File: src/rtl/core/rqt_pkg.sv
// Shared types and constants for the retransmit queue tracker.
package rqt_pkg;

    localparam int SEQ_W   = 16;
    localparam int TIME_W  = 32;
    localparam int RETRY_W = 8;
    localparam int IVL_W   = 16;
    localparam int PLEN_W  = 12;
    localparam int MODE_W  = 3;
    localparam int SLOT_W  = 5;
    localparam int CNT_W   = 6;
    localparam int APB_AW  = 4;
    localparam int APB_DW  = 32;

    localparam logic [MODE_W-1:0] MODE_ADD     = 3'd0;
    localparam logic [MODE_W-1:0] MODE_ACK     = 3'd1;
    localparam logic [MODE_W-1:0] MODE_RETX    = 3'd2;
    localparam logic [MODE_W-1:0] MODE_TIMEOUT = 3'd3;
    localparam logic [MODE_W-1:0] MODE_CLEAR   = 3'd4;

    localparam logic [1:0] REG_INTERVAL    = 2'd0;
    localparam logic [1:0] REG_RETRY_LIMIT = 2'd1;
    localparam logic [1:0] REG_PLEN_LIMIT  = 2'd2;

    localparam logic [IVL_W-1:0]   INTERVAL_RST    = 16'd1000;
    localparam logic [RETRY_W-1:0] RETRY_LIMIT_RST = 8'd8;
    localparam logic [PLEN_W-1:0]  PLEN_LIMIT_RST  = 12'd512;
    localparam logic [RETRY_W-1:0] RETRY_MAX       = 8'hFF;

    typedef struct packed {
        logic [SEQ_W-1:0]   seq;
        logic [TIME_W-1:0]  tx_stamp;
        logic [RETRY_W-1:0] retries;
    } t_entry;

    typedef struct packed {
        logic [IVL_W-1:0]   interval;
        logic [RETRY_W-1:0] retry_limit;
        logic [PLEN_W-1:0]  plen_limit;
    } t_cfg;

endpackage

File: src/rtl/core/rqt_regs.sv
// APB configuration registers of the retransmit queue tracker.
module rqt_regs (
    input  logic                       i_clk,
    input  logic                       i_rst_n,
    input  logic                       psel,
    input  logic                       penable,
    input  logic                       pwrite,
    input  logic [rqt_pkg::APB_AW-1:0] paddr,
    input  logic [rqt_pkg::APB_DW-1:0] pwdata,
    output logic [rqt_pkg::APB_DW-1:0] prdata,
    output logic                       pready,
    output rqt_pkg::t_cfg              o_cfg
);

    rqt_pkg::t_cfg r_cfg;
    logic [1:0]    reg_idx;
    logic          wr_go;

    assign pready  = 1'b1;
    assign reg_idx = paddr[3:2];
    assign wr_go   = psel && penable && pwrite && pready;
    assign o_cfg   = r_cfg;

    always_ff @(posedge i_clk) begin
        if (!i_rst_n) begin
            r_cfg.interval    <= rqt_pkg::INTERVAL_RST;
            r_cfg.retry_limit <= rqt_pkg::RETRY_LIMIT_RST;
            r_cfg.plen_limit  <= rqt_pkg::PLEN_LIMIT_RST;
        end else if (wr_go) begin
            unique case (reg_idx)
                rqt_pkg::REG_INTERVAL:    r_cfg.interval    <= pwdata[rqt_pkg::IVL_W-1:0];
                rqt_pkg::REG_RETRY_LIMIT: r_cfg.retry_limit <= pwdata[rqt_pkg::RETRY_W-1:0];
                rqt_pkg::REG_PLEN_LIMIT:  r_cfg.plen_limit  <= pwdata[rqt_pkg::PLEN_W-1:0];
                default: ;
            endcase
        end
    end

    always_comb begin
        unique case (reg_idx)
            rqt_pkg::REG_INTERVAL:    prdata = rqt_pkg::APB_DW'(r_cfg.interval);
            rqt_pkg::REG_RETRY_LIMIT: prdata = rqt_pkg::APB_DW'(r_cfg.retry_limit);
            rqt_pkg::REG_PLEN_LIMIT:  prdata = rqt_pkg::APB_DW'(r_cfg.plen_limit);
            default:                  prdata = '0;
        endcase
    end

endmodule

File: src/rtl/core/rqt_match.sv
// Shared per-entry compare unit: one slot tested against the current mode.
module rqt_match (
    input  logic [rqt_pkg::MODE_W-1:0] i_mode,
    input  logic                       i_active,
    input  rqt_pkg::t_entry            i_entry,
    input  logic [rqt_pkg::SEQ_W-1:0]  i_seq,
    input  logic [rqt_pkg::TIME_W-1:0] i_now,
    input  rqt_pkg::t_cfg              i_cfg,
    output logic                       o_hit
);

    logic [rqt_pkg::TIME_W-1:0] age;

    assign age = i_now - i_entry.tx_stamp;

    always_comb begin
        unique case (i_mode)
            rqt_pkg::MODE_ADD:     o_hit = !i_active;
            rqt_pkg::MODE_ACK:     o_hit = i_active && (i_entry.seq == i_seq);
            rqt_pkg::MODE_RETX:
                o_hit = i_active && (age >= rqt_pkg::TIME_W'(i_cfg.interval));
            rqt_pkg::MODE_TIMEOUT: o_hit = i_active && (i_entry.retries >= i_cfg.retry_limit);
            default:               o_hit = 1'b0;
        endcase
    end

endmodule

File: src/rtl/core/rqt_entry_mem.sv
// Slot table memory: one write port, one registered read port.
module rqt_entry_mem #(
    parameter int DEPTH = 32,
    parameter int AW    = 5
) (
    input  logic            i_clk,
    input  logic            i_wr_en,
    input  logic [AW-1:0]   i_wr_addr,
    input  rqt_pkg::t_entry i_wr_data,
    input  logic [AW-1:0]   i_rd_addr,
    output rqt_pkg::t_entry o_rd_data
);

    rqt_pkg::t_entry r_mem [DEPTH];
    rqt_pkg::t_entry r_rd_data;

    always_ff @(posedge i_clk) begin
        if (i_wr_en) begin
            r_mem[i_wr_addr] <= i_wr_data;
        end
        r_rd_data <= r_mem[i_rd_addr];
    end

    assign o_rd_data = r_rd_data;

endmodule

File: src/rtl/core/rqt_ctrl.sv
// Scan sequencer: walks the slots one per cycle through the shared compare unit.
module rqt_ctrl #(
    parameter int DEPTH = 32,
    parameter int AW    = 5,
    parameter int CW    = 6
) (
    input  logic                       i_clk,
    input  logic                       i_rst_n,
    input  rqt_pkg::t_cfg              i_cfg,
    input  logic                       i_s_tvalid,
    output logic                       o_s_tready,
    input  logic [rqt_pkg::MODE_W-1:0] i_mode,
    input  logic [rqt_pkg::SEQ_W-1:0]  i_seq,
    input  logic [rqt_pkg::TIME_W-1:0] i_now,
    input  logic [rqt_pkg::PLEN_W-1:0] i_plen,
    output logic                       o_m_tvalid,
    input  logic                       i_m_tready,
    output logic                       o_ok,
    output logic [rqt_pkg::SLOT_W-1:0] o_slot,
    output logic [rqt_pkg::CNT_W-1:0]  o_count,
    output logic [AW-1:0]              o_rd_addr,
    input  rqt_pkg::t_entry            i_rd_data,
    output logic                       o_wr_en,
    output logic [AW-1:0]              o_wr_addr,
    output rqt_pkg::t_entry            o_wr_data
);

    typedef enum logic [1:0] {S_IDLE, S_SCAN, S_FIN} t_state;

    localparam logic [AW-1:0] LAST = AW'(DEPTH - 1);

    t_state                     r_state;
    logic [rqt_pkg::MODE_W-1:0] r_mode;
    logic [rqt_pkg::SEQ_W-1:0]  r_seq;
    logic [rqt_pkg::TIME_W-1:0] r_now;
    logic [AW-1:0]              r_rd_idx;
    logic [AW-1:0]              r_cmp_idx;
    logic                       r_cmp_vld;
    logic [DEPTH-1:0]           r_active;
    logic [CW-1:0]              r_count;
    logic                       r_ok;
    logic [AW-1:0]              r_slot;
    logic                       r_m_valid;
    logic                       r_m_ok;
    logic [rqt_pkg::SLOT_W-1:0] r_m_slot;
    logic [rqt_pkg::CNT_W-1:0]  r_m_count;

    logic hit;
    logic scan_hit;
    logic accept;

    rqt_match u_match (
        .i_mode  (r_mode),
        .i_active(r_active[r_cmp_idx]),
        .i_entry (i_rd_data),
        .i_seq   (r_seq),
        .i_now   (r_now),
        .i_cfg   (i_cfg),
        .o_hit   (hit)
    );

    assign scan_hit   = (r_state == S_SCAN) && r_cmp_vld && hit;
    assign o_s_tready = (r_state == S_IDLE);
    assign accept     = i_s_tvalid && o_s_tready;
    assign o_rd_addr  = r_rd_idx;
    assign o_wr_addr  = r_cmp_idx;
    assign o_wr_en    = scan_hit &&
                        (r_mode == rqt_pkg::MODE_ADD || r_mode == rqt_pkg::MODE_RETX);

    always_comb begin
        if (r_mode == rqt_pkg::MODE_ADD) begin
            o_wr_data.seq     = r_seq;
            o_wr_data.retries = '0;
        end else begin
            o_wr_data.seq     = i_rd_data.seq;
            o_wr_data.retries = (i_rd_data.retries == rqt_pkg::RETRY_MAX) ?
                                i_rd_data.retries : i_rd_data.retries + 1'b1;
        end
        o_wr_data.tx_stamp = r_now;
    end

    always_ff @(posedge i_clk) begin
        if (!i_rst_n) begin
            r_state   <= S_IDLE;
            r_active  <= '0;
            r_count   <= '0;
            r_m_valid <= 1'b0;
            r_cmp_vld <= 1'b0;
        end else begin
            if (r_m_valid && i_m_tready && r_state != S_FIN) begin
                r_m_valid <= 1'b0;
            end
            unique case (r_state)
                S_IDLE: begin
                    if (accept) begin
                        r_mode    <= i_mode;
                        r_seq     <= i_seq;
                        r_now     <= i_now;
                        r_rd_idx  <= '0;
                        r_cmp_vld <= 1'b0;
                        r_ok      <= (i_mode == rqt_pkg::MODE_CLEAR);
                        r_slot    <= '0;
                        priority if (i_mode == rqt_pkg::MODE_CLEAR) begin
                            r_active <= '0;
                            r_count  <= '0;
                            r_state  <= S_FIN;
                        end else if (i_mode == rqt_pkg::MODE_ADD &&
                                     i_plen > i_cfg.plen_limit) begin
                            r_state <= S_FIN;
                        end else if (i_mode == rqt_pkg::MODE_ADD ||
                                     i_mode == rqt_pkg::MODE_ACK ||
                                     i_mode == rqt_pkg::MODE_RETX ||
                                     i_mode == rqt_pkg::MODE_TIMEOUT) begin
                            r_state <= S_SCAN;
                        end else begin
                            r_state <= S_FIN;
                        end
                    end
                end
                S_SCAN: begin
                    r_rd_idx  <= r_rd_idx + 1'b1;
                    r_cmp_idx <= r_rd_idx;
                    r_cmp_vld <= 1'b1;
                    if (scan_hit) begin
                        r_ok    <= 1'b1;
                        r_state <= S_FIN;
                        if (r_mode == rqt_pkg::MODE_ADD) begin
                            r_active[r_cmp_idx] <= 1'b1;
                            r_count             <= r_count + 1'b1;
                            r_slot              <= r_cmp_idx;
                        end else if (r_mode == rqt_pkg::MODE_ACK) begin
                            r_active[r_cmp_idx] <= 1'b0;
                            r_count             <= r_count - 1'b1;
                        end else if (r_mode == rqt_pkg::MODE_RETX) begin
                            r_slot <= r_cmp_idx;
                        end
                    end else if (r_cmp_vld && r_cmp_idx == LAST) begin
                        r_state <= S_FIN;
                    end
                end
                S_FIN: begin
                    if (!r_m_valid || i_m_tready) begin
                        r_m_valid <= 1'b1;
                        r_m_ok    <= r_ok;
                        r_m_slot  <= rqt_pkg::SLOT_W'(r_slot);
                        r_m_count <= rqt_pkg::CNT_W'(r_count);
                        r_state   <= S_IDLE;
                    end
                end
                default: r_state <= S_IDLE;
            endcase
        end
    end

    assign o_m_tvalid = r_m_valid;
    assign o_ok       = r_m_ok;
    assign o_slot     = r_m_slot;
    assign o_count    = r_m_count;

endmodule

File: src/rtl/core/retransmit_queue_tracker.sv
// Top level of the retransmit queue tracker: slot table, scan sequencer, APB registers.
//
//  channel   | dir | transfer when           | contents
//  s stream  | in  | i_s_tvalid & o_s_tready | mode, seq_number, now_time_ms, payload_length
//  m stream  | out | o_m_tvalid & i_m_tready | ok, slot, entry_count
//  apb       | in  | psel&penable&pwrite     | interval, retry limit, payload limit
//
// Add, ack, retransmit and timeout checks walk the table one slot per cycle
// through one compare unit fed by a registered memory read, and stop early on
// a hit. Clear, rejected adds and unused modes skip the scan and go straight
// to the result register. No clearing pass after reset. A stalled output holds
// its result; the next item may be taken meanwhile.
module retransmit_queue_tracker #(
    parameter int QUEUE_DEPTH = 32
) (
    input  logic                       i_clk,
    input  logic                       i_rst_n,
    input  logic                       i_s_tvalid,
    output logic                       o_s_tready,
    // [2:0] mode, [18:3] seq_number, [50:19] now_time_ms, [62:51] payload_length
    input  logic [63:0]                i_s_tdata,
    output logic                       o_m_tvalid,
    input  logic                       i_m_tready,
    // [0] ok, [5:1] slot, [11:6] entry_count
    output logic [15:0]                o_m_tdata,
    input  logic                       psel,
    input  logic                       penable,
    input  logic                       pwrite,
    input  logic [rqt_pkg::APB_AW-1:0] paddr,
    input  logic [rqt_pkg::APB_DW-1:0] pwdata,
    output logic [rqt_pkg::APB_DW-1:0] prdata,
    output logic                       pready
);

    localparam int AW = (QUEUE_DEPTH > 1) ? $clog2(QUEUE_DEPTH) : 1;
    localparam int CW = $clog2(QUEUE_DEPTH + 1);

    rqt_pkg::t_cfg              cfg;
    logic [AW-1:0]              rd_addr;
    logic [AW-1:0]              wr_addr;
    logic                       wr_en;
    rqt_pkg::t_entry            rd_data;
    rqt_pkg::t_entry            wr_data;
    logic                       ok;
    logic [rqt_pkg::SLOT_W-1:0] slot;
    logic [rqt_pkg::CNT_W-1:0]  count;

    rqt_regs u_regs (
        .i_clk  (i_clk),
        .i_rst_n(i_rst_n),
        .psel   (psel),
        .penable(penable),
        .pwrite (pwrite),
        .paddr  (paddr),
        .pwdata (pwdata),
        .prdata (prdata),
        .pready (pready),
        .o_cfg  (cfg)
    );

    rqt_entry_mem #(
        .DEPTH(QUEUE_DEPTH),
        .AW   (AW)
    ) u_mem (
        .i_clk    (i_clk),
        .i_wr_en  (wr_en),
        .i_wr_addr(wr_addr),
        .i_wr_data(wr_data),
        .i_rd_addr(rd_addr),
        .o_rd_data(rd_data)
    );

    rqt_ctrl #(
        .DEPTH(QUEUE_DEPTH),
        .AW   (AW),
        .CW   (CW)
    ) u_ctrl (
        .i_clk     (i_clk),
        .i_rst_n   (i_rst_n),
        .i_cfg     (cfg),
        .i_s_tvalid(i_s_tvalid),
        .o_s_tready(o_s_tready),
        .i_mode    (i_s_tdata[2:0]),
        .i_seq     (i_s_tdata[18:3]),
        .i_now     (i_s_tdata[50:19]),
        .i_plen    (i_s_tdata[62:51]),
        .o_m_tvalid(o_m_tvalid),
        .i_m_tready(i_m_tready),
        .o_ok      (ok),
        .o_slot    (slot),
        .o_count   (count),
        .o_rd_addr (rd_addr),
        .i_rd_data (rd_data),
        .o_wr_en   (wr_en),
        .o_wr_addr (wr_addr),
        .o_wr_data (wr_data)
    );

    assign o_m_tdata = {4'b0000, count, slot, ok};

endmodule

File: config.mk
export PLATFORM = sky130hd
export DESIGN_NAME = retransmit_queue_tracker
export DESIGN_NICKNAME = d
export VERILOG_FILES = /design/src/rtl/core/rqt_pkg.sv /design/src/rtl/core/rqt_regs.sv /design/src/rtl/core/rqt_match.sv /design/src/rtl/core/rqt_entry_mem.sv /design/src/rtl/core/rqt_ctrl.sv /design/src/rtl/core/retransmit_queue_tracker.sv
export SDC_FILE = /design/constraint.sdc
export NUM_CORES = 2
export LEC_CHECK = 0
export BUFFER_PORTS_ARGS = -buffer_cell sky130_fd_sc_hd__buf_4
export CORE_MARGIN = 4
export CORE_UTILIZATION = 56
export DETAILED_ROUTE_END_ITERATION = 16
export PLACE_DENSITY = 0.73
export RECOVER_POWER = 100
export SYNTH_ARGS = -nofsm -noshare
export SYNTH_HDL_FRONTEND = slang
export SYNTH_SLANG_ARGS = --single-unit
File: constraint.sdc
create_clock -name i_clk -period 9.5 [get_ports i_clk]
set_clock_uncertainty 0.1 [all_clocks]
set_input_delay 0.475 -clock i_clk [delete_from_list [all_inputs] [get_ports i_clk]]
set_output_delay 0.475 -clock i_clk [all_outputs]
set_load 0.01 [all_outputs]
==> out/summary.md <==
The number of synthesized flops with an enable pin came out at 1871. The wire length per cell is 29.9 um. For the initial antenna violation count, the log shows 3.

The wire-length estimate of the detail-placed layout is 94.6 mm. For this run, design rule violations remaining after detail routing come to 0. The tools report the pre-CTS worst setup slack as 2.48 ns. The H-tree was split into 4 levels. The library cell used most frequently in the layout, excluding fill and tap cells, is edfxtp_1. The Yosys step of the flow raised 0 warnings. Sequential cells were found to cover 74.5% of the synthesized design area. Once the clock tree was built, the setup fixing pass inserted 0 buffers. Timing would allow up to 127 MHz.

The checks that failed: max-capacitance violations, max-slew violations. After synthesis, the mean cell area works out to 21.1 um^2. The final total negative setup slack is 0 ns.

The final cell count without fillers is 6108. TritonCTS built the clock tree. The tools report the combined global-route utilization of all metal layers as 25.2%. The initialized floorplan defines 137 standard-cell rows.

Total congestion overflow: 0. Count of endpoints failing hold in the final timing report: 0. The total via count in the routed design was 38900. The die span in y was 384 um. The ratio of final minimum period to clock period works out to 83.2%. Data on the critical path is required at its endpoint by 9.65 ns. The hold path endpoint was u_regs.o_cfg[4].

Total clock sinks: 2005. The tools report the via count of the first global-routing pass as 39300. For the total iterations of the first detailed-routing run, the log shows 6. Total setup violations reported at the end of the flow: 0. In this run, CTS created clock tree buffers numbering 192.

The die covers 147000 um^2. Data arrives at the worst endpoint at 8.05 ns. The congestion estimate from routability-driven global placement came to 0.857.

Setup repair after global routing left no endpoint under its margin. Counting along the longest clock path gives a buffer depth of 3. Path class of the lowest-slack min-delay path: in -> reg.

The ratio of total power to cell area was 210 nW/um^2; the post-route minimum period was 7.90 ns. The worst hold path startpoint is penable. Including well taps, the total number of placed cells is 5670. In this run the register-to-register setup slack is 1.60 ns. The run finished, with violations left.

The fraction of layout instances using a drive strength above 1 came out at 24.4%. The logs give 35 for the total of max-cap violations and 68 for the number of distinct library cells after synthesis. The relative slew slack was -195%. The kind of end point of the critical path is a flip-flop.

By startpoint and endpoint, the worst setup path is classified as reg -> reg. Wires add up to 183 mm. The startpoint identified for the worst register-to-register timing path is u_ctrl.r_now[0]. In the layout the commonest cells are edfxtp_1 (1871), mux4_2 (560), clkbuf_16 (197), clkbuf_1 (158), nand2_1 (144). The tools report the count of nets left with antenna violations after detail routing as 0. The count of buffers added on input and output ports is 117. For the pin with the worst max-slew slack, the measured transition is 4.42 ns. The initial utilization of the core area, before any placement, comes to 56.5%. Pin placement for this block handled 158 I/O pins. The worst register-to-register path ends at u_mem.r_mem[4][8]. For this design the static power due to leakage is 28.2 nW. For the count of pins over their slew limit, the log shows 1237.

The worst setup path is launched from a flip-flop. The clock root buffer was clkbuf_16. The clock input transition at the sequential cells of the worst setup and hold paths came out at 0.06 ns. At the later pin of the worst-skew pair, clock insertion delay measures 0.84 ns. The floorplan step defined a core boundary enclosing 140000 um^2. The number of cells on the worst hold path was 5; the area added between synthesis and finish was 12.5%. The first global-routing pass estimated 269 mm of wire. For this run, asynchronously set or reset flops after synthesis account for 0%.

Along the worst path, the maximum fanout reaches 33. The maximum number of pins on one net before global-route repair was 126. The first routing iteration left 4705 violations. For the largest voltage drop on the vdd net, the log shows 152 uV. After filler insertion, the fill cell instance count of the layout stands at 9233. The die is 384 um wide.

Among all flip-flop cells after synthesis, the most frequent one is edfxtp_1. The logs give 79100 um^2 for the cell area after technology mapping and 1.60 ns for the worst setup slack after layout. The worst register-to-register path has a depth of 22. After synthesis the netlist holds a flip-flop and latch count of 2005.

Synthesis produced 3754 cells. At the end of the flow, the number of nets in the layout was 4245. Dividing the detail-routed via count by the number of cells gives 6.37.
-- power breakdown --
group          switching (mW)  total [mW]  internal (mW)
registers              0.0622        9.91           9.85
clock network            3.18        7.48           4.30
logic                   0.775        1.33          0.557
-- logic make-up after synthesis --
| family | share of synthesized area [%] |
|---|---|
| DFF | 74.5 |
| and+or+nand+nor | 2.41 |
| other | 0.00950 |
| xor gates and xnor gates | 0.565 |
| AOI/OAI and AO/OA | 2.10 |
| adders and majority gates | 1.21 |
| buffers and inverters | 1.58 |
| muxes | 17.7 |
-- registers in the layout, indices dropped and copies added (netlist names) --
register,flops
u_ctrl.r_seq,16
u_ctrl.o_wr_addr,5
u_ctrl.o_m_tvalid,1
u_ctrl.r_slot,5
u_ctrl.o_rd_addr,5
u_ctrl.r_ok,1
u_ctrl.r_count,6
u_regs.o_cfg,36
u_ctrl.o_ok,1
u_ctrl.r_state,2
u_mem.r_mem,1792
u_ctrl.r_now,32
u_ctrl.o_count,6
u_ctrl.r_cmp_vld,1
u_mem.o_rd_data,56
u_ctrl.o_slot,5
u_ctrl.r_active,32
u_ctrl.r_mode,3
-- cell usage after synthesis (all sizes together) (28+ instances only) --
cell type / n / area share, %
a21oi: 54 / 0.36
buf: 94 / 0.61
clkbuf: 119 / 0.56
dfxtp: 134 / 3.4
edfxtp: 1871 / 71
ha: 73 / 1.2
inv: 83 / 0.39
mux2: 73 / 1.0
mux2i: 54 / 0.68
mux4: 560 / 16
nand2: 144 / 0.68
nor2: 59 / 0.28
nor3: 59 / 0.37
o21ai: 42 / 0.28
xor2: 28 / 0.31
-- stage by stage --
| stage | total power, mW | hold slack [ns] | cell area (um^2) | utilization (%) |
|---|---|---|---|---|
| detailed placement | 11.4 | 0.305 | 82500 | 59.0 |
| CTS | 18.8 | 0.119 | 89500 | 64.0 |
| floorplan | 11.0 | 0.300 | 79100 | - |
| global placement | 11.4 | 0.303 | 82500 | 59.0 |
| finish | 18.7 | 0.186 | 89000 | 63.6 |
| global route | 19.4 | 0.198 | 88900 | 63.6 |
-- critical path: stages (launching register included) --
cell	delay [ns]
edfxtp_1	0.31
clkbuf_1	0.97
inv_1	0.15
ha_1	0.28
fa_1	0.40
nand2b_1	0.19
a21oi_1	0.38
o21ai_0	0.40
nand2_1	0.16
nor2_1	0.07
xnor2_1	0.18
ha_1	0.28
a21oi_1	0.13
nand2_1	0.07
a21oi_1	0.21
o2111ai_1	0.14
a2111oi_0	0.40
nor4b_2	0.27
nand4_1	0.26
o21ai_0	0.49
buf_4	0.45
nor3_1	0.13
clkbuf_1	0.83
-- area by class of cell --
| type | instances | area [um^2] | share of cell area [%] |
|---|---|---|---|
| Clock inverter | 79 | 766 | 0.861 |
| Tap cell | 1876 | 2350 | 2.64 |
| Sequential cell | 2005 | 58900 | 66.2 |
| Antenna cell | 1 | 2.50 | 0.00281 |
| Inverter | 84 | 315 | 0.354 |
| Multi-Input combinational cell | 1471 | 19000 | 21.4 |
| Clock buffer | 283 | 5440 | 6.12 |
| Timing Repair Buffer | 309 | 2170 | 2.44 |
-- layer usage --
metal	share of wire (%)	vias up	track usage (%)
met1	39	20500	36.0
met3	9.0	301	4.94
met2	49	1948	40.7
li1	-	16200	-
met5	0.0071	-	0
met4	2.4	2	6.70
-- what timing repair did --
action                    in CTS  in global routing
gates resized for setup        0                  0
hold endpoints to repair      96                  0
hold buffers                  75                  0
-- worst max path at each step --
stage | start | end | slack [ns] | cells past startpoint
after global routing | u_ctrl.r_now[0] | u_mem.r_mem[4][8] | 1.06 | 22
after detailed placement | u_ctrl.r_now[1] | u_mem.r_mem[27][48] | 2.48 | 14
after CTS | u_ctrl.r_now[1] | u_mem.r_mem[27][43] | 2.41 | 14
final | u_ctrl.r_now[0] | u_mem.r_mem[4][8] | 1.60 | 22
after global placement | u_ctrl.r_now[1] | u_mem.r_mem[27][48] | 2.57 | 14
after floorplan | u_ctrl.r_now[0] | u_mem.r_mem[23][0] | 0.19 | 18
(Power assumes the default switching activity.)
